$ cat config.mk
export PLATFORM = sky130hd
export DESIGN_NAME = double_ended_queue_top_flat
export DESIGN_NICKNAME = d
export VERILOG_FILES = /design/src/hw/rtl/deq_pkg.sv /design/src/hw/rtl/deq_if.sv /design/src/hw/rtl/double_ended_queue_top.sv /design/src/flat_wrapper.sv
export SDC_FILE = /design/constraint.sdc
export NUM_CORES = 2
export LEC_CHECK = 0
export BUFFER_PORTS_ARGS = -buffer_cell sky130_fd_sc_hd__buf_4
export CORE_AREA = 3 3 459 461
export DETAILED_ROUTE_END_ITERATION = 10
export DIE_AREA = 0 0 462 464
export PLACE_DENSITY_LB_ADDON = 0.15
export SETUP_SLACK_MARGIN = 0.4
export SYNTH_ARGS = -nofsm -noshare
export SYNTH_HDL_FRONTEND = slang
export SYNTH_SLANG_ARGS = --single-unit
export TNS_END_PERCENT = 100
$ cat constraint.sdc
create_clock -name clk_i -period 6.6 [get_ports clk_i]
set_input_delay 0.99 -clock clk_i [delete_from_list [all_inputs] [get_ports clk_i]]
set_output_delay 0.99 -clock clk_i [all_outputs]
set_load 0.03 [all_outputs]
$ cat src/hw/rtl/deq_pkg.sv
// ----------------------------------------------------------------------------
// deq_pkg: shared types and constants for the double-ended queue
// Operation codes, status codes, controller states and default sizes.
// ----------------------------------------------------------------------------
package deq_pkg;

  // Default store geometry.
  localparam int unsigned DefDepth     = 64;
  localparam int unsigned DefDataWidth = 32;

  // Fixed field widths of the word interfaces.
  localparam int unsigned WordWidth    = 32;
  localparam int unsigned KindWidth    = 3;
  localparam int unsigned StatusWidth  = 2;
  localparam int unsigned DefCountWidth = $clog2(DefDepth + 1);

  // Operation requested by an input word.
  typedef enum logic [KindWidth-1:0] {
    KIND_PUSH_FRONT = 3'd0,
    KIND_PUSH_BACK  = 3'd1,
    KIND_POP_FRONT  = 3'd2,
    KIND_POP_BACK   = 3'd3,
    KIND_REVERSE    = 3'd4,
    KIND_CLEAR      = 3'd5
  } kind_e;

  // Completion status reported with each result word.
  typedef enum logic [StatusWidth-1:0] {
    STATUS_DONE  = 2'd0,
    STATUS_FULL  = 2'd1,
    STATUS_EMPTY = 2'd2
  } status_e;

  // Controller states.
  typedef enum logic [1:0] {
    ST_IDLE,
    ST_READ,
    ST_RESP
  } state_e;

endpackage

$ cat src/hw/rtl/deq_if.sv
// ----------------------------------------------------------------------------
// deq_if: channel interfaces of the double-ended queue
// One interface for operation words and one for result words, each with
// valid/ready handshake and a source and a sink modport.
// ----------------------------------------------------------------------------
interface deq_in_if;
  logic                         valid;
  logic                         ready;
  logic [deq_pkg::KindWidth-1:0] kind;
  logic [deq_pkg::WordWidth-1:0] data_in;

  modport source (output valid, output kind, output data_in, input ready);
  modport sink   (input valid, input kind, input data_in, output ready);
endinterface

interface deq_out_if #(
  parameter int unsigned CountWidth = deq_pkg::DefCountWidth
);
  logic                           valid;
  logic                           ready;
  logic [deq_pkg::WordWidth-1:0]  front_value;
  logic [deq_pkg::WordWidth-1:0]  back_value;
  logic [CountWidth-1:0]          element_count;
  logic                           is_empty;
  logic [deq_pkg::StatusWidth-1:0] status;

  modport source (output valid, output front_value, output back_value,
                  output element_count, output is_empty, output status,
                  input ready);
  modport sink   (input valid, input front_value, input back_value,
                  input element_count, input is_empty, input status,
                  output ready);
endinterface

$ cat src/hw/rtl/double_ended_queue_top.sv
// Each operation passes the states IDLE (accept and store write), READ (both ends read
// through the single store memory with its registered read) and RESP (result load);
// a new operation is accepted only once the last one has loaded its result.
// The next operation is accepted while a result still waits to be taken.
// Reset clears the head, the count and the direction flag; the store itself
// holds no defined contents until written.
// ----------------------------------------------------------------------------
// double_ended_queue_top: bounded double-ended queue
// Ring buffer in one synchronous memory with a head pointer, a count and a
// direction flag that lets reverse finish without moving any data.
// ----------------------------------------------------------------------------
module double_ended_queue_top #(
  parameter int unsigned DEPTH      = deq_pkg::DefDepth,
  parameter int unsigned DATA_WIDTH = deq_pkg::DefDataWidth
) (
  input  logic      clk_i,
  input  logic      rst_ni,
  deq_in_if.sink    in_i,
  deq_out_if.source out_o
);
  import deq_pkg::*;

  localparam int unsigned AddrW  = (DEPTH > 1) ? $clog2(DEPTH) : 1;
  localparam int unsigned CountW = $clog2(DEPTH + 1);
  localparam int unsigned SumW   = CountW + 1;

  // Physical slot that lies k steps after base, with k at most DEPTH.
  function automatic logic [AddrW-1:0] ring_add(logic [AddrW-1:0] base,
                                                logic [CountW-1:0] k);
    logic [SumW-1:0] sum;
    sum = SumW'(base) + SumW'(k);
    if (sum >= SumW'(DEPTH)) begin
      sum = sum - SumW'(DEPTH);
    end
    return sum[AddrW-1:0];
  endfunction

  // Control state.
  state_e            state_q, state_d;
  logic [AddrW-1:0]  head_q, head_d;
  logic [CountW-1:0] count_q, count_d;
  logic              rev_q, rev_d;
  status_e           status_q, status_d;
  logic              out_valid_q, out_valid_d;

  // Controller outputs.
  logic in_ready;
  logic rd_en;
  logic out_load;

  // Store and its read ports.
  logic [DATA_WIDTH-1:0] mem_q [DEPTH];
  logic [DATA_WIDTH-1:0] rd_head_q, rd_tail_q;
  logic                  wr_en;
  logic [AddrW-1:0]      wr_addr;
  logic [DATA_WIDTH-1:0] wr_data;
  logic [AddrW-1:0]      tail_addr;

  // Result payload registers.
  logic [DATA_WIDTH-1:0] front_q, back_q;
  logic [CountW-1:0]     res_count_q;
  logic                  res_empty_q;
  status_e               res_status_q;

  // Input word resized to the stored width.
  logic [WordWidth+DATA_WIDTH-1:0] data_ext;
  logic [DATA_WIDTH-1:0]           data_word;
  logic                            accept;
  logic                            full;
  logic                            empty;
  kind_e                           kind;

  assign data_ext  = {{DATA_WIDTH{1'b0}}, in_i.data_in};
  assign data_word = data_ext[DATA_WIDTH-1:0];
  assign accept    = in_i.valid & in_ready;
  assign full      = (count_q == CountW'(DEPTH));
  assign empty     = (count_q == '0);
  assign kind      = kind_e'(in_i.kind);

  // Next state of the controller.
  always_comb begin
    state_d = state_q;
    unique case (state_q)
      ST_IDLE: begin
        if (in_i.valid) begin
          state_d = ST_READ;
        end
      end
      ST_READ: state_d = ST_RESP;
      ST_RESP: begin
        if (!out_valid_q || out_o.ready) begin
          state_d = ST_IDLE;
        end
      end
      default: state_d = ST_IDLE;
    endcase
  end

  // Controller outputs.
  always_comb begin
    in_ready = 1'b0;
    rd_en    = 1'b0;
    out_load = 1'b0;
    unique case (state_q)
      ST_IDLE: in_ready = 1'b1;
      ST_READ: rd_en    = 1'b1;
      ST_RESP: out_load = !out_valid_q || out_o.ready;
      default: ;
    endcase
  end

  // Pointer update and slot write for an accepted operation.
  always_comb begin
    head_d   = head_q;
    count_d  = count_q;
    rev_d    = rev_q;
    status_d = status_q;
    wr_en    = 1'b0;
    wr_addr  = ring_add(head_q, count_q);
    wr_data  = data_word;
    if (accept) begin
      status_d = STATUS_DONE;
      unique case (kind)
        KIND_PUSH_FRONT, KIND_PUSH_BACK: begin
          if (full) begin
            status_d = STATUS_FULL;
          end else begin
            wr_en   = 1'b1;
            count_d = count_q + CountW'(1);
            // Front push in normal order, or back push when reversed,
            // lands before the physical head.
            if ((kind == KIND_PUSH_FRONT) != rev_q) begin
              head_d  = (head_q == '0) ? AddrW'(DEPTH - 1) : head_q - AddrW'(1);
              wr_addr = head_d;
            end
          end
        end
        KIND_POP_FRONT, KIND_POP_BACK: begin
          if (empty) begin
            status_d = STATUS_EMPTY;
          end else begin
            count_d = count_q - CountW'(1);
            if ((kind == KIND_POP_FRONT) != rev_q) begin
              head_d = (head_q == AddrW'(DEPTH - 1)) ? '0 : head_q + AddrW'(1);
            end
          end
        end
        KIND_REVERSE: begin
          if (empty) begin
            status_d = STATUS_EMPTY;
          end else begin
            rev_d = !rev_q;
          end
        end
        KIND_CLEAR: begin
          head_d  = '0;
          count_d = '0;
          rev_d   = 1'b0;
        end
        default: ;
      endcase
    end
  end

  // Physical slot of the last stored word.
  assign tail_addr = empty ? head_q : ring_add(head_q, count_q - CountW'(1));

  // Store write port.
  always_ff @(posedge clk_i) begin
    if (wr_en) begin
      mem_q[wr_addr] <= wr_data;
    end
  end

  // Store read ports, both ends at once; data holds until the next read.
  always_ff @(posedge clk_i) begin
    if (rd_en) begin
      rd_head_q <= mem_q[head_q];
      rd_tail_q <= mem_q[tail_addr];
    end
  end

  // Result valid flag.
  always_comb begin
    out_valid_d = out_valid_q;
    if (out_load) begin
      out_valid_d = 1'b1;
    end else if (out_o.ready) begin
      out_valid_d = 1'b0;
    end
  end

  // Control registers.
  always_ff @(posedge clk_i or negedge rst_ni) begin
    if (!rst_ni) begin
      state_q     <= ST_IDLE;
      head_q      <= '0;
      count_q     <= '0;
      rev_q       <= 1'b0;
      status_q    <= STATUS_DONE;
      out_valid_q <= 1'b0;
    end else begin
      state_q     <= state_d;
      head_q      <= head_d;
      count_q     <= count_d;
      rev_q       <= rev_d;
      status_q    <= status_d;
      out_valid_q <= out_valid_d;
    end
  end

  // Result payload; the ends swap roles when the order is reversed.
  always_ff @(posedge clk_i) begin
    if (out_load) begin
      if (empty) begin
        front_q <= '0;
        back_q  <= '0;
      end else begin
        front_q <= rev_q ? rd_tail_q : rd_head_q;
        back_q  <= rev_q ? rd_head_q : rd_tail_q;
      end
      res_count_q  <= count_q;
      res_empty_q  <= empty;
      res_status_q <= status_q;
    end
  end

  // Port drive.
  logic [WordWidth+DATA_WIDTH-1:0] front_ext, back_ext;
  assign front_ext = {{WordWidth{1'b0}}, front_q};
  assign back_ext  = {{WordWidth{1'b0}}, back_q};

  assign in_i.ready          = in_ready;
  assign out_o.valid         = out_valid_q;
  assign out_o.front_value   = front_ext[WordWidth-1:0];
  assign out_o.back_value    = back_ext[WordWidth-1:0];
  assign out_o.element_count = res_count_q;
  assign out_o.is_empty      = res_empty_q;
  assign out_o.status        = res_status_q;

endmodule

$ cat src/flat_wrapper.sv
// flat-port wrapper written by rule: the top's interface ports become plain ports
module double_ended_queue_top_flat import deq_pkg::*;
#(
  parameter int unsigned DEPTH      = deq_pkg::DefDepth,
  parameter int unsigned DATA_WIDTH = deq_pkg::DefDataWidth
)
  (clk_i, rst_ni, in_i_valid, in_i_kind, in_i_data_in, in_i_ready, out_o_valid, out_o_front_value, out_o_back_value, out_o_element_count, out_o_is_empty, out_o_status, out_o_ready);
  deq_in_if in_i_i ();
  deq_out_if out_o_i ();
  input  logic clk_i;
  input  logic rst_ni;
  input wire logic [$bits(in_i_i.valid)-1:0] in_i_valid;
  input wire logic [$bits(in_i_i.kind)-1:0] in_i_kind;
  input wire logic [$bits(in_i_i.data_in)-1:0] in_i_data_in;
  output wire logic [$bits(in_i_i.ready)-1:0] in_i_ready;
  output wire logic [$bits(out_o_i.valid)-1:0] out_o_valid;
  output wire logic [$bits(out_o_i.front_value)-1:0] out_o_front_value;
  output wire logic [$bits(out_o_i.back_value)-1:0] out_o_back_value;
  output wire logic [$bits(out_o_i.element_count)-1:0] out_o_element_count;
  output wire logic [$bits(out_o_i.is_empty)-1:0] out_o_is_empty;
  output wire logic [$bits(out_o_i.status)-1:0] out_o_status;
  input wire logic [$bits(out_o_i.ready)-1:0] out_o_ready;
  assign in_i_i.valid = in_i_valid;
  assign in_i_i.kind = in_i_kind;
  assign in_i_i.data_in = in_i_data_in;
  assign in_i_ready = in_i_i.ready;
  assign out_o_valid = out_o_i.valid;
  assign out_o_front_value = out_o_i.front_value;
  assign out_o_back_value = out_o_i.back_value;
  assign out_o_element_count = out_o_i.element_count;
  assign out_o_is_empty = out_o_i.is_empty;
  assign out_o_status = out_o_i.status;
  assign out_o_i.ready = out_o_ready;
  double_ended_queue_top #(.DEPTH(DEPTH), .DATA_WIDTH(DATA_WIDTH)) u_core (.clk_i(clk_i), .rst_ni(rst_ni), .in_i(in_i_i), .out_o(out_o_i));
endmodule
# Word-level counts from Yosys, hierarchy flattened
# Memories as Yosys holds them, arrays and structs flattened. A register that Yosys moved wholly into a read port is not among the register bits.
# Index checks and enable logic that the tools add are counted.
# op_classes
eq_ne,18
n_reduce_logical,17
muxes,37
order_cmp,2
add_sub_neg,8
bitwise_logic,1
# ops
op,n
$mux W6,13
$mux W32,2
$pmux W7 S3,1
$pmux W6 S3,1
$sub A6 B1 Y6 const B,3
$add A6 B7 Y8,2
$ge A8 B7 Y1 const B,2
$mux W7,2
$mux W1,12
$ne A2 B2 Y1 const B,4
$add A7 B1 Y7 const B,1
$eq A7 B7 Y1 const B,1
$logic_not A7 Y1,1
$sub A7 B1 Y7 const B,1
$add A6 B1 Y6 const B,1
$eq A3 B2 Y1 const B,2
$eq A3 B3 Y1 const B,2
$eq A6 B6 Y1 const B,1
$logic_not A6 Y1,1
$mux W2,3
$ne A2 B1 Y1 const B,3
$pmux W2 S3,1
$reduce_and A6 Y1,1
$pmux W2 S2,1
17 further kinds,21
# totals
inputBits,39
reg_bits,93
mem_count,1
output_inout_bits,76
ramBits,2048
wordCells,95
# mem_list
name,depth,width,rd,rd_clocked_by_memory_dff,write_ports,line_no,rtl
u_core.mem_q,64,32,2,2,1,double_ended_queue_top.sv:52,logic [DATA_WIDTH-1:0] mem_q [DEPTH];

# Logic depth before layout (Yosys ltp)
# logic_depth
word_depth,7
depth_mapped,15
mapped_depth_nobuf,12

# Worst setup path after synthesis
# No wires, ideal clock.
# synth_path
kind,input to register
start,input port out_o_ready
end,register u_core.back_q[0] (netlist: u_core.out_o.back_value[0]) (enable)
required_time_ns,6.085
setup_time_ns,0.515
stages,2
arrival_time_ns,4.411
slack_ns,1.674
path_buffers,0
cell_sequence,nand2b_1 nor2b_1
# synth_between
elab_chain_len,2
# synth_lines
item,line_no,rtl
start: declaration,flat_wrapper.sv:22,input wire logic [$bits(out_o_i.ready)-1:0] out_o_ready;
$logic_or A1 B1 Y1,double_ended_queue_top.sv:107,ST_RESP: out_load = !out_valid_q || out_o.ready;
$mux W1,double_ended_queue_top.sv:104,unique case (state_q)
via u_core.out_load,double_ended_queue_top.sv:49,logic out_load;
end signal: assignment,double_ended_queue_top.sv:220,back_q <= rev_q ? rd_head_q : rd_tail_q;
end: declaration,double_ended_queue_top.sv:60,"logic [DATA_WIDTH-1:0] front_q, back_q;"
# The timed path passes the listed nets, and every way through them passes these cells.
# A chain may end at the register's enable or synchronous reset.

# Worst setup path after layout
# layout_path
start,register u_core.head_q[0]
end,"register u_core.rd_tail_q[11], read port of u_core.mem_q, data pin"
# layout_between
elab_chain_len,4
word_cells_on_any_way,5
cone_classes,2 x add/sub; 1 x order compare; 2 x mux
# layout_lines
item,line_no,rtl
start: declaration,double_ended_queue_top.sv:40,"logic [AddrW-1:0] head_q, head_d;"
start signal: assignment,double_ended_queue_top.sv:197,head_q <= '0;
start signal: assignment,double_ended_queue_top.sv:204,head_q <= head_d;
$add A6 B7 Y8,double_ended_queue_top.sv:31,sum = SumW'(base) + SumW'(k);
$ge A8 B7 Y1 / $sub A6 B1 Y6 (equally long branches),"double_ended_queue_top.sv:32, double_ended_queue_top.sv:33",
$mux W6,double_ended_queue_top.sv:32,if (sum >= SumW'(DEPTH)) begin
$mux W6 *,double_ended_queue_top.sv:166,"assign tail_addr = empty ? head_q : ring_add(head_q, count_q - CountW'(1));"
end: declaration,double_ended_queue_top.sv:53,"logic [DATA_WIDTH-1:0] rd_head_q, rd_tail_q;"
# Every way passes the cells marked *; elsewhere a longest branch is shown, timed or not.

==> out/results.md <==
| Quantity | Value | Unit |
| --- | --- | --- |
| Run status | complete, no violations | - |
| Register area share after synthesis | 0.6401 | - |
| Setup tns final | 0 | ns |
| Async set-or-reset flop fraction in the synthesized netlist | 0.008617 | - |
| Biggest fanout along the worst timing path | 44 | - |
| Share of final-layout standard cells stronger than drive strength 1 | 0.2078 | - |
| Fin. Hold Viols | 0 | - |
| Average cell area after synthesis | 14.99 | um^2 |
| Row count | 167 | - |
| Final period demand of the worst path | 5.293 | ns |
| Antenna violations before repair | 24 | - |
| Chip Height | 464 | um |
| Critical Path Start | u_core.head_q[0] | - |
| Reported max-cap violation count | 0 | - |
| Total Nets Final | 6,902 | - |
| Final critical-path share of the clock period | 0.8020 | - |
| Startpoint type of the worst setup path | flip-flop | - |
| Post-synthesis cell count | 6,893 | - |
| Vias post-DR | 70,800 | - |
| Setup slack of the most critical reg-to-reg path | 1.31 | ns |
| Path category of the worst min-delay check | in -> reg | - |
| Share of Yosys cell area claimed by the top area cell type | 0.6355 | - |
| Beginning of the worst register-to-register path | u_core.head_q[0] | - |
| Num CTS Buffers | 225 | - |
| Largest net degree at the start of global routing | 161 | - |
| Vias/cell | 7.258 | - |
| Crit path kind | reg -> reg | - |
| Worst slew pin tran | 1.233 | ns |
| DRC | 0 | - |
| Routed Wire Length | 374,000 | um |
| RSZ-0062 raised after global routing | no | - |
| TritonCTS clock tree | built | - |
| Num ports | 115 | - |
| Number of synthesized flops with an enable pin | 2,186 | - |
| Number of global-route vias before repair | 67,880 | - |
| GRT Resource Usage Total | 0.3460 | - |
| Synthesis warning total | 0 | - |
| Most common cell after layout, fill and taps aside | sky130_fd_sc_hd__edfxtp_1 | - |
| Worst slack on hold paths | 0.3570 | ns |
| PortBufs | 114 | - |
| Number of search-and-repair iterations in the first detailed-routing pass | 8 | - |
| Layout Area Growth over Synthesis | 11.70 | % |
| Worst Clk Skew | 0.04098 | ns |
| Max-slew violation total from the final report | 0 | - |
| Initial core utilization | 0.4993 | - |
| Gpl congestion | 0.9121 | - |
| Number of cells upsized or downsized after cts | 0 | - |
| Critical R2R Capture | u_core.rd_tail_q[11] | - |
| Area contributors post-synth | sky130_fd_sc_hd__edfxtp_1 64%, sky130_fd_sc_hd__mux4_2 15%, sky130_fd_sc_hd__nand2_1 4.3%, sky130_fd_sc_hd__a211oi_1 2.6%, sky130_fd_sc_hd__and3_1 2.2% | - |
| DP HPWL | 219,400 | um |
| Synth unique cells | 66 | - |
| Core area | 206,900 | um^2 |
| Synthesized flop and latch total | 2,205 | - |
| Required time of the critical path | 7.21 | ns |
| Number of post-CTS setup repair buffers | 0 | - |
| Number of standard cells in the final layout excluding fillers | 9,755 | - |
| Clk root buf | sky130_fd_sc_hd__clkbuf_16 | - |
| Synthesized cell area | 103,300 | um^2 |
| Cell total after placement | 9,321 | - |
| Largest area contributor in the synthesized netlist | sky130_fd_sc_hd__edfxtp_1 | - |
| Number of nets with antenna violations after routing | 0 | - |
| Number of cells traversed by the worst register-to-register path | 11 | - |
| Data arrival, critical path | 5.91 | ns |
| CTS max path bufs | 3 | - |
| Leading cell types in the layout, fill and taps excluded | 2,186 x sky130_fd_sc_hd__edfxtp_1, 1,192 x sky130_fd_sc_hd__nand2_1, 701 x sky130_fd_sc_hd__mux4_2 | - |
| Die outline area | 214,400 | um^2 |
| Type of element capturing the critical path | flip-flop | - |
| Post-Syn Nets | 6,950 | - |
| First-pass GRT wire length | 523,000 | um |
| Peak Freq | 188.9 | MHz |
| Final setup fails | 0 | - |
| Clock insertion delay at the later pin of the skew report | 0.90 | ns |
| H-Tree Level Count | 4 | - |
| Number of buffers added to fix hold violations after cts | 1 | - |
| DRC violation total after the first TritonRoute iteration | 10,870 | - |
| Width of the die | 462 | um |
| Relative max-transition margin | 0.1782 | - |
| Total clock sinks | 2,205 | - |
| Total overflow reported by the global router | 0 | - |
| Top_reg_cell synth | sky130_fd_sc_hd__edfxtp_1 | - |
| Critical path capture point | u_core.rd_tail_q[11] | - |
| Wire per inst | 38.33 | um |
| CTS clock-pin slew for the worst setup and hold paths | 0.07 | ns |
worst max-delay path, stage by stage, from the launching register on:
cell and delay, ns:
sky130_fd_sc_hd__dfrtp_4 0.76, sky130_fd_sc_hd__ha_1 0.36, sky130_fd_sc_hd__fa_1 0.43, sky130_fd_sc_hd__xor2_1 0.52, sky130_fd_sc_hd__a21oi_1 0.27, sky130_fd_sc_hd__a21o_4 0.46, sky130_fd_sc_hd__nor2_4 0.45, sky130_fd_sc_hd__buf_4 0.47
sky130_fd_sc_hd__a31oi_1 0.15, sky130_fd_sc_hd__a21oi_1 0.33, sky130_fd_sc_hd__nor3_1 0.17, sky130_fd_sc_hd__or4_1 0.57
area by class of cell:
type                       instances  area, um^2
clock inverter                   148        1414
multi-input combinational       4066       35220
timing repair buffer             331        3213
fill                           16020       91480
inverter                          16       61.31
clock buffer                     273        5917
tap                             2704        3383
antenna                           12       30.03
sequential                      2205       66140
cells by family after synthesis:
family	synth area share
buf+inv	0.02513
flops	0.6401
compound gates	0.07482
simple gates	0.09334
fa+ha+maj	0.002326
mux	0.1629
xor+xnor	0.001357
metal layers:
metal,GRT usage,vias up,share of wire
met5,0,-,0.00019
met4,0.1890,10,0.063
met3,0.1170,1022,0.14
met2,0.4924,5671,0.43
met1,0.4695,36300,0.36
li1,-,27800,-
state kept, by name, indices dropped and copies added, names as in the netlist:
register	cells
u_core.mem_q	2048
u_core.out_o.back_value	32
u_core.out_o.front_value	32
u_core.rd_head_q	32
u_core.rd_tail_q	32
u_core.count_q	7
u_core.out_o.element_count	7
u_core.head_q	6
u_core.out_o.status	2
u_core.state_q	2
u_core.status_q	2
u_core.out_o.is_empty	1
u_core.out_o.valid	1
u_core.rev_q	1
through the flow:
| stage | instance area [um^2] | setup slack [ns] | utilization |
|---|---|---|---|
| 6_report | 115400 | 1.307 | 0.5578 |
| 5_1_grt | 115400 | 1.196 | 0.5577 |
| 4_1_cts | 115300 | 1.417 | 0.5576 |
| 3_5_place_dp | 108000 | 1.401 | 0.5221 |
| 3_3_place_gp | 108000 | 1.430 | 0.5221 |
| 2_1_floorplan | 103300 | 1.674 | - |
worst min-delay path by stage:
stage / startpoint / end / slack, ns / cells past startpoint
6_report: in_i_kind[0] / u_core.rev_q / 0.36 / 2
4_1_cts: in_i_kind[0] / u_core.rev_q / 0.30 / 2
2_1_floorplan: u_core.count_q[5] / u_core.out_o.element_count[5] / 0.42 / 0
3_5_place_dp: u_core.status_q[0] / u_core.out_o.status[0] / 0.45 / 0
3_3_place_gp: u_core.status_q[1] / u_core.out_o.status[1] / 0.43 / 0
5_1_grt: in_i_kind[2] / u_core.status_q[0] / 0.35 / 2
synthesized netlist by cell type (11+ instances only):
master                     number
sky130_fd_sc_hd__a211oi_1     359
sky130_fd_sc_hd__a21oi_1      158
sky130_fd_sc_hd__a22oi_1       30
sky130_fd_sc_hd__a311oi_1     208
sky130_fd_sc_hd__a31oi_1      257
sky130_fd_sc_hd__and3_1       368
sky130_fd_sc_hd__buf_1         76
sky130_fd_sc_hd__buf_2         98
sky130_fd_sc_hd__buf_4         22
sky130_fd_sc_hd__clkbuf_1     403
sky130_fd_sc_hd__dfrtp_1       19
sky130_fd_sc_hd__edfxtp_1    2186
sky130_fd_sc_hd__ha_1          16
sky130_fd_sc_hd__inv_1         15
sky130_fd_sc_hd__mux2i_1       98
sky130_fd_sc_hd__mux4_2       701
sky130_fd_sc_hd__nand2_1     1192
sky130_fd_sc_hd__nand3_1      240
sky130_fd_sc_hd__nor2_1       161
sky130_fd_sc_hd__nor3_1       109
sky130_fd_sc_hd__o21ai_0       20
sky130_fd_sc_hd__o22ai_1       14
sky130_fd_sc_hd__or4_1         29
sky130_fd_sc_hd__xnor2_1       11
Power is not shown: default switching activity piles up to over one toggle a cycle in this logic, so the estimate is an artifact.
